`src/sv/assert_macros.svh`:
```
// Assertion helpers used by the RTL. Clock and reset names follow the
// project convention (clk_i, rst_ni).
`ifndef ASSERT_MACROS_SVH
`define ASSERT_MACROS_SVH

// Property must hold at every clock edge outside reset
`define ASSERT_CHK(lbl, prop, msg) \
  lbl: assert property (@(posedge clk_i) disable iff (!rst_ni) prop) else $error(msg);

// Condition must never be true outside reset
`define ASSERT_NEVER(lbl, cond, msg) \
  `ASSERT_CHK(lbl, !(cond), msg)

`endif

```
`src/sv/ocsc_pkg.sv`:
```
`default_nettype none

package ocsc_pkg;

  // Default structural parameters
  localparam int ADC_BITS_DEF       = 12;
  localparam int MAX_BURST_LOG2_DEF = 16;

  // Fixed field widths
  localparam int CUR_W      = 22;
  localparam int GAIN_W     = 24;
  localparam int ICPT_W     = 19;
  localparam int DB_W       = 17;
  localparam int LG_CFG_W   = 5;
  localparam int CFG_IDX_W  = 3;
  localparam int CFG_DATA_W = 24;

  // Scaling and limits
  localparam int Q_SHIFT   = 16;
  localparam int CUR_LIMIT = 1200000;

  // Register reset values
  localparam logic [GAIN_W-1:0]   GAIN_RST    = GAIN_W'(1964402);
  localparam logic [ICPT_W-1:0]   ICPT_RST    = '0;
  localparam logic [DB_W-1:0]     DB_RST      = DB_W'(200);
  localparam logic [LG_CFG_W-1:0] ZERO_LG_RST = LG_CFG_W'(8);
  localparam logic [LG_CFG_W-1:0] READ_LG_RST = LG_CFG_W'(12);

  // Register map
  typedef enum logic [CFG_IDX_W-1:0] {
    CFG_GAIN      = 3'd0,
    CFG_INTERCEPT = 3'd1,
    CFG_DEADBAND  = 3'd2,
    CFG_ZERO_LG   = 3'd3,
    CFG_READ_LG   = 3'd4
  } cfg_idx_e;

endpackage

`default_nettype wire

```
`src/sv/ocsc_accum.sv`:
```
`default_nettype none

// Burst accumulator: sums codes over a power-of-two burst and hands the
// finished sum to the next stage through a one-entry burst register.
module ocsc_accum #(
  parameter int ADC_BITS       = ocsc_pkg::ADC_BITS_DEF,
  parameter int MAX_BURST_LOG2 = ocsc_pkg::MAX_BURST_LOG2_DEF
) (
  input  wire logic                                   clk_i,
  input  wire logic                                   rst_ni,
  // sample input
  input  wire logic                                   in_valid_i,
  output logic                                        in_ready_o,
  input  wire logic [ADC_BITS-1:0]                    code_i,
  input  wire logic                                   ok_i,
  // burst lengths from config
  input  wire logic [ocsc_pkg::LG_CFG_W-1:0]          zero_lg_i,
  input  wire logic [ocsc_pkg::LG_CFG_W-1:0]          read_lg_i,
  // finished burst
  output logic                                        burst_valid_o,
  input  wire logic                                   burst_ready_i,
  output logic [ADC_BITS+MAX_BURST_LOG2-1:0]          burst_sum_o,
  output logic [$clog2(MAX_BURST_LOG2+1)-1:0]         burst_lg_o,
  output logic                                        burst_zero_o,
  // baseline burst done
  output logic                                        zeroed_o
);
  import ocsc_pkg::*;

  localparam int ACC_W = ADC_BITS + MAX_BURST_LOG2;
  localparam int CNT_W = MAX_BURST_LOG2 + 1;
  localparam int LG_W  = $clog2(MAX_BURST_LOG2 + 1);

  logic [ACC_W-1:0]    acc_q, acc_add;
  logic [CNT_W-1:0]    cnt_q, cnt_inc, target;
  logic                zeroed_q;
  logic [LG_CFG_W-1:0] lg_sel;
  logic [LG_W-1:0]     lg;
  logic                burst_end, in_fire;
  logic                b_v_q, b_zero_q;
  logic [ACC_W-1:0]    b_sum_q;
  logic [LG_W-1:0]     b_lg_q;

  // Active burst length, clamped to 1..MAX
  always_comb begin
    lg_sel = zeroed_q ? read_lg_i : zero_lg_i;
    if (lg_sel == '0) begin
      lg = LG_W'(1);
    end else if (lg_sel > LG_CFG_W'(MAX_BURST_LOG2)) begin
      lg = LG_W'(MAX_BURST_LOG2);
    end else begin
      lg = lg_sel[LG_W-1:0];
    end
  end

  // End of burst depends on count and burst length only, never on the beat's data
  assign cnt_inc   = cnt_q + CNT_W'(1);
  assign target    = CNT_W'(1) << lg;
  assign burst_end = (cnt_inc >= target);
  assign acc_add   = acc_q + (ok_i ? ACC_W'(code_i) : '0);

  assign in_ready_o = !burst_end || !b_v_q || burst_ready_i;
  assign in_fire    = in_valid_i && in_ready_o;

  // Accumulator, counter and baseline flag
  always_ff @(posedge clk_i or negedge rst_ni) begin
    if (!rst_ni) begin
      acc_q    <= '0;
      cnt_q    <= '0;
      zeroed_q <= 1'b0;
    end else if (in_fire) begin
      if (burst_end) begin
        acc_q    <= '0;
        cnt_q    <= '0;
        zeroed_q <= 1'b1;
      end else begin
        acc_q <= acc_add;
        cnt_q <= cnt_inc;
      end
    end
  end

  // Burst register valid
  always_ff @(posedge clk_i or negedge rst_ni) begin
    if (!rst_ni) begin
      b_v_q <= 1'b0;
    end else if (in_fire && burst_end) begin
      b_v_q <= 1'b1;
    end else if (burst_ready_i) begin
      b_v_q <= 1'b0;
    end
  end

  // Burst register payload
  always_ff @(posedge clk_i) begin
    if (in_fire && burst_end) begin
      b_sum_q  <= acc_add;
      b_lg_q   <= lg;
      b_zero_q <= !zeroed_q;
    end
  end

  assign burst_valid_o = b_v_q;
  assign burst_sum_o   = b_sum_q;
  assign burst_lg_o    = b_lg_q;
  assign burst_zero_o  = b_zero_q;
  assign zeroed_o      = zeroed_q;

endmodule

`default_nettype wire

```
`src/sv/ocsc_scale.sv`:
```
`default_nettype none

// Gain, intercept, saturation and deadband, in a multiply stage and a
// result stage; the result stage is the output register.
module ocsc_scale #(
  parameter int ADC_BITS = ocsc_pkg::ADC_BITS_DEF
) (
  input  wire logic                               clk_i,
  input  wire logic                               rst_ni,
  // offset-corrected mean
  input  wire logic                               d_valid_i,
  output logic                                    d_ready_o,
  input  wire logic signed [ADC_BITS:0]           diff_i,
  input  wire logic [ADC_BITS-1:0]                mean_i,
  // calibration registers
  input  wire logic [ocsc_pkg::GAIN_W-1:0]        gain_i,
  input  wire logic signed [ocsc_pkg::ICPT_W-1:0] icpt_i,
  input  wire logic [ocsc_pkg::DB_W-1:0]          db_i,
  // result
  output logic                                    r_valid_o,
  input  wire logic                               r_ready_i,
  output logic signed [ocsc_pkg::CUR_W-1:0]       r_cur_o,
  output logic [ADC_BITS-1:0]                     r_mean_o
);
  import ocsc_pkg::*;

  localparam int DIFF_W = ADC_BITS + 1;
  localparam int PROD_W = DIFF_W + GAIN_W;
  localparam int SHF_W  = PROD_W - Q_SHIFT;
  localparam int SUM_W  = ((SHF_W > CUR_W) ? SHF_W : CUR_W) + 1;

  logic                     p_v_q, p_ready;
  logic signed [PROD_W-1:0] prod_q, prod_d;
  logic [ADC_BITS-1:0]      p_mean_q;
  logic                     o_v_q, o_ready;
  logic signed [CUR_W-1:0]  cur_q;
  logic [ADC_BITS-1:0]      o_mean_q;
  logic signed [SUM_W-1:0]  shf, sum, sat, dbs;
  logic signed [CUR_W-1:0]  cur_d;

  assign o_ready   = !o_v_q || r_ready_i;
  assign p_ready   = !p_v_q || o_ready;
  assign d_ready_o = p_ready;

  // Multiply stage
  assign prod_d = PROD_W'(diff_i) * PROD_W'(signed'({1'b0, gain_i}));

  always_ff @(posedge clk_i or negedge rst_ni) begin
    if (!rst_ni) begin
      p_v_q <= 1'b0;
    end else if (p_ready) begin
      p_v_q <= d_valid_i;
    end
  end

  always_ff @(posedge clk_i) begin
    if (p_ready && d_valid_i) begin
      prod_q   <= prod_d;
      p_mean_q <= mean_i;
    end
  end

  // Floor shift, intercept, clamp, deadband
  always_comb begin
    shf = signed'(SUM_W'(prod_q >>> Q_SHIFT));
    sum = shf + SUM_W'(icpt_i);
    dbs = signed'(SUM_W'({1'b0, db_i}));
    if (sum > SUM_W'(CUR_LIMIT)) begin
      sat = SUM_W'(CUR_LIMIT);
    end else if (sum < -SUM_W'(CUR_LIMIT)) begin
      sat = -SUM_W'(CUR_LIMIT);
    end else begin
      sat = sum;
    end
    if (sat > -dbs && sat < dbs) begin
      cur_d = '0;
    end else begin
      cur_d = sat[CUR_W-1:0];
    end
  end

  // Output register
  always_ff @(posedge clk_i or negedge rst_ni) begin
    if (!rst_ni) begin
      o_v_q <= 1'b0;
    end else if (o_ready) begin
      o_v_q <= p_v_q;
    end
  end

  always_ff @(posedge clk_i) begin
    if (o_ready && p_v_q) begin
      cur_q    <= cur_d;
      o_mean_q <= p_mean_q;
    end
  end

  assign r_valid_o = o_v_q;
  assign r_cur_o   = cur_q;
  assign r_mean_o  = o_mean_q;

endmodule

`default_nettype wire

```
`src/sv/oversampled_current_sense_calibrator_core.sv`:
```
// Four register stages with valid/ready each: burst, difference, multiply, output.
// Throughput: one sample beat per cycle while s_axis_tready is high; one result per
// measurement burst on m_axis, none for the first (baseline) burst.
// Reset: counters, accumulator, baseline flag and valids clear; calibration
// registers take their defaults; the baseline code is written by the first burst.
`default_nettype none

module oversampled_current_sense_calibrator_core #(
  parameter int ADC_BITS       = ocsc_pkg::ADC_BITS_DEF,
  parameter int MAX_BURST_LOG2 = ocsc_pkg::MAX_BURST_LOG2_DEF
) (
  input  wire logic                                          clk_i,
  input  wire logic                                          rst_ni,
  // sample stream
  input  wire logic                                          s_axis_tvalid,
  output logic                                               s_axis_tready,
  input  wire logic [((ADC_BITS+7)/8)*8-1:0]                 s_axis_tdata,  // sample
  input  wire logic                                          s_axis_tuser,  // sample_ok
  // result stream
  output logic                                               m_axis_tvalid,
  input  wire logic                                          m_axis_tready,
  output logic [((ocsc_pkg::CUR_W+ADC_BITS+7)/8)*8-1:0]      m_axis_tdata,  // current_ma, burst_mean
  // configuration writes
  input  wire logic                                          cfg_we_i,
  input  wire logic [ocsc_pkg::CFG_IDX_W-1:0]                cfg_idx_i,
  input  wire logic [ocsc_pkg::CFG_DATA_W-1:0]               cfg_data_i
);
  import ocsc_pkg::*;

  `include "assert_macros.svh"

  localparam int ACC_W      = ADC_BITS + MAX_BURST_LOG2;
  localparam int LG_W       = $clog2(MAX_BURST_LOG2 + 1);
  localparam int M_TDATA_W  = ((CUR_W + ADC_BITS + 7) / 8) * 8;
  localparam int CODE_MAX   = (1 << ADC_BITS) - 1;

  // Calibration registers
  logic [GAIN_W-1:0]        gain_q;
  logic signed [ICPT_W-1:0] icpt_q;
  logic [DB_W-1:0]          db_q;
  logic [LG_CFG_W-1:0]      zero_lg_q, read_lg_q;

  always_ff @(posedge clk_i or negedge rst_ni) begin
    if (!rst_ni) begin
      gain_q    <= GAIN_RST;
      icpt_q    <= ICPT_RST;
      db_q      <= DB_RST;
      zero_lg_q <= ZERO_LG_RST;
      read_lg_q <= READ_LG_RST;
    end else if (cfg_we_i) begin
      case (cfg_idx_e'(cfg_idx_i))
        CFG_GAIN:      gain_q    <= cfg_data_i[GAIN_W-1:0];
        CFG_INTERCEPT: icpt_q    <= cfg_data_i[ICPT_W-1:0];
        CFG_DEADBAND:  db_q      <= cfg_data_i[DB_W-1:0];
        CFG_ZERO_LG:   zero_lg_q <= cfg_data_i[LG_CFG_W-1:0];
        CFG_READ_LG:   read_lg_q <= cfg_data_i[LG_CFG_W-1:0];
        default: ;
      endcase
    end
  end

  // Burst accumulation
  logic              b_valid, b_ready, b_zero, zeroed;
  logic [ACC_W-1:0]  b_sum;
  logic [LG_W-1:0]   b_lg;

  ocsc_accum #(
    .ADC_BITS       (ADC_BITS),
    .MAX_BURST_LOG2 (MAX_BURST_LOG2)
  ) u_accum (
    .clk_i         (clk_i),
    .rst_ni        (rst_ni),
    .in_valid_i    (s_axis_tvalid),
    .in_ready_o    (s_axis_tready),
    .code_i        (s_axis_tdata[ADC_BITS-1:0]),
    .ok_i          (s_axis_tuser),
    .zero_lg_i     (zero_lg_q),
    .read_lg_i     (read_lg_q),
    .burst_valid_o (b_valid),
    .burst_ready_i (b_ready),
    .burst_sum_o   (b_sum),
    .burst_lg_o    (b_lg),
    .burst_zero_o  (b_zero),
    .zeroed_o      (zeroed)
  );

  // Mean and baseline subtraction
  logic [ACC_W-1:0]           mean_full;
  logic [ADC_BITS-1:0]        mean, baseline_q, mean_q;
  logic signed [ADC_BITS:0]   diff_q;
  logic                       d_v_q, d_ready;

  assign mean_full = b_sum >> b_lg;
  assign mean      = (mean_full > ACC_W'(CODE_MAX)) ? ADC_BITS'(CODE_MAX)
                                                    : mean_full[ADC_BITS-1:0];
  assign b_ready   = !d_v_q || d_ready;

  always_ff @(posedge clk_i or negedge rst_ni) begin
    if (!rst_ni) begin
      d_v_q <= 1'b0;
    end else if (b_ready) begin
      d_v_q <= b_valid && !b_zero;
    end
  end

  always_ff @(posedge clk_i) begin
    if (b_valid && b_ready) begin
      if (b_zero) begin
        baseline_q <= mean;
      end else begin
        diff_q <= signed'({1'b0, mean}) - signed'({1'b0, baseline_q});
        mean_q <= mean;
      end
    end
  end

  // Scaling and output
  logic                     r_valid;
  logic signed [CUR_W-1:0]  r_cur;
  logic [ADC_BITS-1:0]      r_mean;

  ocsc_scale #(
    .ADC_BITS (ADC_BITS)
  ) u_scale (
    .clk_i     (clk_i),
    .rst_ni    (rst_ni),
    .d_valid_i (d_v_q),
    .d_ready_o (d_ready),
    .diff_i    (diff_q),
    .mean_i    (mean_q),
    .gain_i    (gain_q),
    .icpt_i    (icpt_q),
    .db_i      (db_q),
    .r_valid_o (r_valid),
    .r_ready_i (m_axis_tready),
    .r_cur_o   (r_cur),
    .r_mean_o  (r_mean)
  );

  assign m_axis_tvalid = r_valid;
  assign m_axis_tdata  = M_TDATA_W'({r_mean, r_cur});

  // A measurement only exists once the baseline burst has finished
  `ASSERT_CHK(a_diff_after_zero, d_v_q |-> zeroed, "measurement before baseline")

  // A baseline burst never enters the scaling path
  `ASSERT_CHK(a_zero_no_result,
    (b_valid && b_ready && b_zero) |=> !d_v_q, "baseline burst produced a result")

  // Results respect the clamp and the deadband
  `ASSERT_NEVER(a_result_range,
    m_axis_tvalid && (r_cur > CUR_W'(CUR_LIMIT) || r_cur < -CUR_W'(CUR_LIMIT) ||
    (r_cur != '0 && r_cur > -signed'(CUR_W'(db_q)) && r_cur < signed'(CUR_W'(db_q)))),
    "result outside clamp or inside deadband")

endmodule

`default_nettype wire
```
`config.mk`:
```
export PLATFORM = sky130hd
export DESIGN_NAME = oversampled_current_sense_calibrator_core
export DESIGN_NICKNAME = d
export VERILOG_FILES = /design/src/sv/ocsc_pkg.sv /design/src/sv/ocsc_accum.sv /design/src/sv/ocsc_scale.sv /design/src/sv/oversampled_current_sense_calibrator_core.sv
export VERILOG_INCLUDE_DIRS = /design/src /design/src/sv
export SDC_FILE = /design/constraint.sdc
export NUM_CORES = 1
export LEC_CHECK = 0
export BUFFER_PORTS_ARGS = -buffer_cell sky130_fd_sc_hd__buf_2
export CORE_MARGIN = 2
export CORE_UTILIZATION = 50
export CTS_CLUSTER_SIZE = 20
export DETAILED_ROUTE_END_ITERATION = 8
export PLACE_DENSITY_LB_ADDON = 0.08
export RECOVER_POWER = 100
export SLEW_MARGIN = 20
export SYNTH_ARGS = -nofsm -noshare
export SYNTH_HDL_FRONTEND = slang
export SYNTH_SLANG_ARGS = --single-unit
```
`constraint.sdc`:
```
create_clock -name clk_i -period 7.05 [get_ports clk_i]
set_clock_uncertainty 0.2 [all_clocks]
set_input_delay 0.705 -clock clk_i [delete_from_list [all_inputs] [get_ports clk_i]]
set_output_delay 0.705 -clock clk_i [all_outputs]
set_load 0.01 [all_outputs]
```
==> metrics.md <==
| Metric | Value |
|---|---|
| Leading area contributor after synthesis | fa_1 |
| Synth async-reset ratio | 0.4651 |
| CP endpoint kind | flop |
| GRT overflow | 0 |
| Worst-path fanout max | 9 |
| Number of synthesized register bits | 258 |
| Slew Viols, Final | about 290 |
| Top-count cell post-synth | nand2_1 |
| Port Buffer Count | 80 |
| Post-synth top cells | 312 x nand2_1, 290 x inv_1, 244 x fa_1 |
| Starting density of the core | 0.5042 |
| Core area | around 50,000 um2 |
| Critical path startpoint category | flop |
| Status | complete, but fails checks |
| Setup TNS | 0 ns |
| # setup viols final | 0 |
| Final Critical Period | between 6 and 7 ns |
| Synth Flop Type | edfxtp_1 |
| All-layer global routing usage | 0.2404 |
| DR WL met2 | between 20,000 and 30,000 um |
| Post-synth top area share | 0.1991 |
| Met3 WL | 2246 um |
| Max_slew headroom | -1.429 |
| Die ar. | about 51,000 um2 |
| Rows | between 80 and 90 |
| CTS Sinks | between 200 and 300 |
| Final period utilization | 0.9549 |
| Clock transition at path regs | 0.06 ns |
| DRC viols | 0 |
| Final HPWL DP | about 47,000 um |
| Largest net degree at the start of global routing | 64 |
| Endpoints failing hold | 0 |
| Worst hold-check path type | primary input to flop |
| Area grow syn2layout | 10.19% |
| Area of the mapped netlist | between 20,000 and 25,000 um2 |
| Inserted Clock Buffers | 30 |
| Cells after DPL | 3,151 |
| Critical path arrival | 6.86 ns |
| Final nets | between 3,000 and 4,000 |
| Max-Cap Viols | 8 |
| Post-synth EDFFs | approximately 140 |
| Via/cell ratio | 5.466 |
| Worst-Skew Late Latency | between 0.5 and 0.6 ns |
| CP required | roughly 7.2 ns |
| Setup CP Type | flop to flop |
| Antenna violations before repair | 3 |
| Fmax | around 0.15 GHz |
| Vias after detailed routing | around 18,000 |
| Global-route wire length before repair | between 90,000 and 100,000 um |
| Failing checks | capacitance limit, slew limit |
| Clk buf depth | 3 |
| RSZ-0062 raised after global routing | false |
| Initial drt markers | 857 |
| Number of global-route vias before repair | ~18,000 |
| DRT met1 WL | between 20,000 and 30,000 um |
| Final GP Congestion | roughly 0.9 |
| Yosys Warn Count | 0 |
| Top routing layer in use | met4 |
| H-tree Lvls | 1 |
| CTS tree | built |
| Die Y | roughly 230 um |
| Final WL | 58,610 um |
| I/O pin total | just over 90 |
| Avg Cell Area, Syn | 9.983 um2 |
| Syn Inst Count | between 2,000 and 2,500 |
| Clk root buf | clkbuf_16 |
| Finished Layout Cells | around 3,200 |
| Top post-synthesis cells by area | fa_1 20%, edfxtp_1 17%, ha_1 11% |
| Antenna Nets Post-Route | 0 |
| ANT cells | 0 |
| Die Width | between 200 and 250 um |
| Cell variety after synth | 76 |
| Worst Tran Pin Value | 3.643 ns |
| Wirelength per Cell | between 15 and 20 um |
| Register area share after synthesis | 0.2924 |
| TritonRoute pass-1 iters | 5 |
| Layout cells sized above 1 | 0.1128 |
[per-layer routing]
layer | track usage | vias to the layer above
li1 | - | 8442
met1 | 0.3269 | 8749
met2 | 0.4128 | 275
met3 | 0.02894 | 81
met4 | 0.05362 | 0
met5 | 0 | -
[cell usage in the layout, fill, tap and decap left out, types with 56 or more instances in the layout]
cell type,count
nand2_1,312
inv_1,290
fa_1,244
ha_1,213
edfxtp_1,138
and2_1,120
dfrtp_1,100
nor2_1,96
o21ai_0,93
buf_4,81
a21oi_1,80
xnor2_1,62
mux2_2,56
[what timing repair did]
| action | 4_1_cts | 5_1_grt |
|---|---|---|
| gates resized for setup | 0 | 15 |
| endpoints found under the setup margin | 0 | 23 |
| buffers inserted | 0 | 1 |
| hold endpoints to repair | 57 | 0 |
| hold buffers | 1 | 0 |
[path summary, 6_finish.rpt]
path / from / to / slack (ns) / cells past startpoint
worst max-delay path: gain_q[5] / u_scale.prod_q[36] / 0.32 / 23
worst max register to register: gain_q[5] / u_scale.prod_q[36] / 0.32 / 23
min in group asynchronous: rst_ni / u_accum.cnt_q[16] / 1.72 / 2
worst min-delay path: cfg_data_i[19] / gain_q[19] / 0.17 / 2
worst min register to register: u_scale.p_mean_q[3] / u_scale.r_mean_o[3] / 0.22 / 0
max in group asynchronous: rst_ni / gain_q[0] / 1.84 / 3
[per-stage QoR]
step / cell area [um2] / setup slack, ns / hold slack [ns] / util
5_1_grt: 27030 / 0.01773 / 0.1564 / 0.5556
3_5_place_dp: 26050 / 0.08306 / 0.2052 / 0.5355
3_3_place_gp: 26050 / 0.1798 / 0.2062 / 0.5355
2_1_floorplan: 24550 / 0.4352 / 0.2003 / -
6_report: 27030 / 0.3182 / 0.1698 / 0.5556
4_1_cts: 27080 / 0.05006 / 0.1402 / 0.5567
[logic make-up (layout without fill, tap and decap cells)]
logic type                 after synthesis  in the layout  share of synthesized area
DFF                                    258            258                     0.2924
buffers and inverters                  401            526                    0.06366
other                                    1              7                  0.0001529
AOI/OAI and AO/OA                      357            357                    0.09452
xor gates and xnor gates               100            100                    0.03571
muxes                                  105            105                    0.05091
adders and majority gates              457            457                     0.3078
and+or+nand+nor                        778            778                     0.1549
[worst max-delay path: stages (launching register included)]
cell and delay [ns]:
dfstp_2 0.65, nand2_1 0.12, fa_1 0.55, inv_1 0.05, fa_1 0.50, inv_1 0.05
fa_1 0.48, inv_1 0.06, fa_1 0.50, fa_1 0.49, ha_1 0.31, ha_1 0.21
nor4_1 0.28, o21ai_0 0.15, o21ai_0 0.19, buf_4 0.16, nand2_1 0.13, a22o_1 0.28
o221a_2 0.30, a221oi_1 0.29, buf_4 0.18, o21ai_2 0.07, a21oi_1 0.17, xnor2_1 0.08
[flip-flops by register name (all words and copies together), names as in the netlist, 5 cells and up]
| register | count |
|---|---|
| zero_lg_q | 5 |
| db_q | 17 |
| u_scale.prod_q | 21 |
| baseline_q | 12 |
| u_scale.r_mean_o | 12 |
| u_scale.p_mean_q | 12 |
| gain_q | 24 |
| icpt_q | 19 |
| u_accum.burst_sum_o | 28 |
| u_accum.burst_lg_o | 5 |
| u_scale.r_cur_o | 22 |
| u_accum.acc_q | 28 |
| mean_q | 12 |
| u_accum.cnt_q | 17 |
| read_lg_q | 5 |
| diff_q | 13 |
[area by class of cell]
type / count / area (um2)
clock buffers: 33 / 783.3
clock inverters: 23 / 240.2
fillers: 4381 / 21620
inverters: 291 / 1092
multi-input cells: 1804 / 15870
flip-flops and latches: 258 / 7172
well taps: 622 / 778.2
repair buffers: 179 / 1095
Power is left out: the tool's default activity adds up to more than one toggle a clock period on the data nets, which glitch-free logic cannot reach.
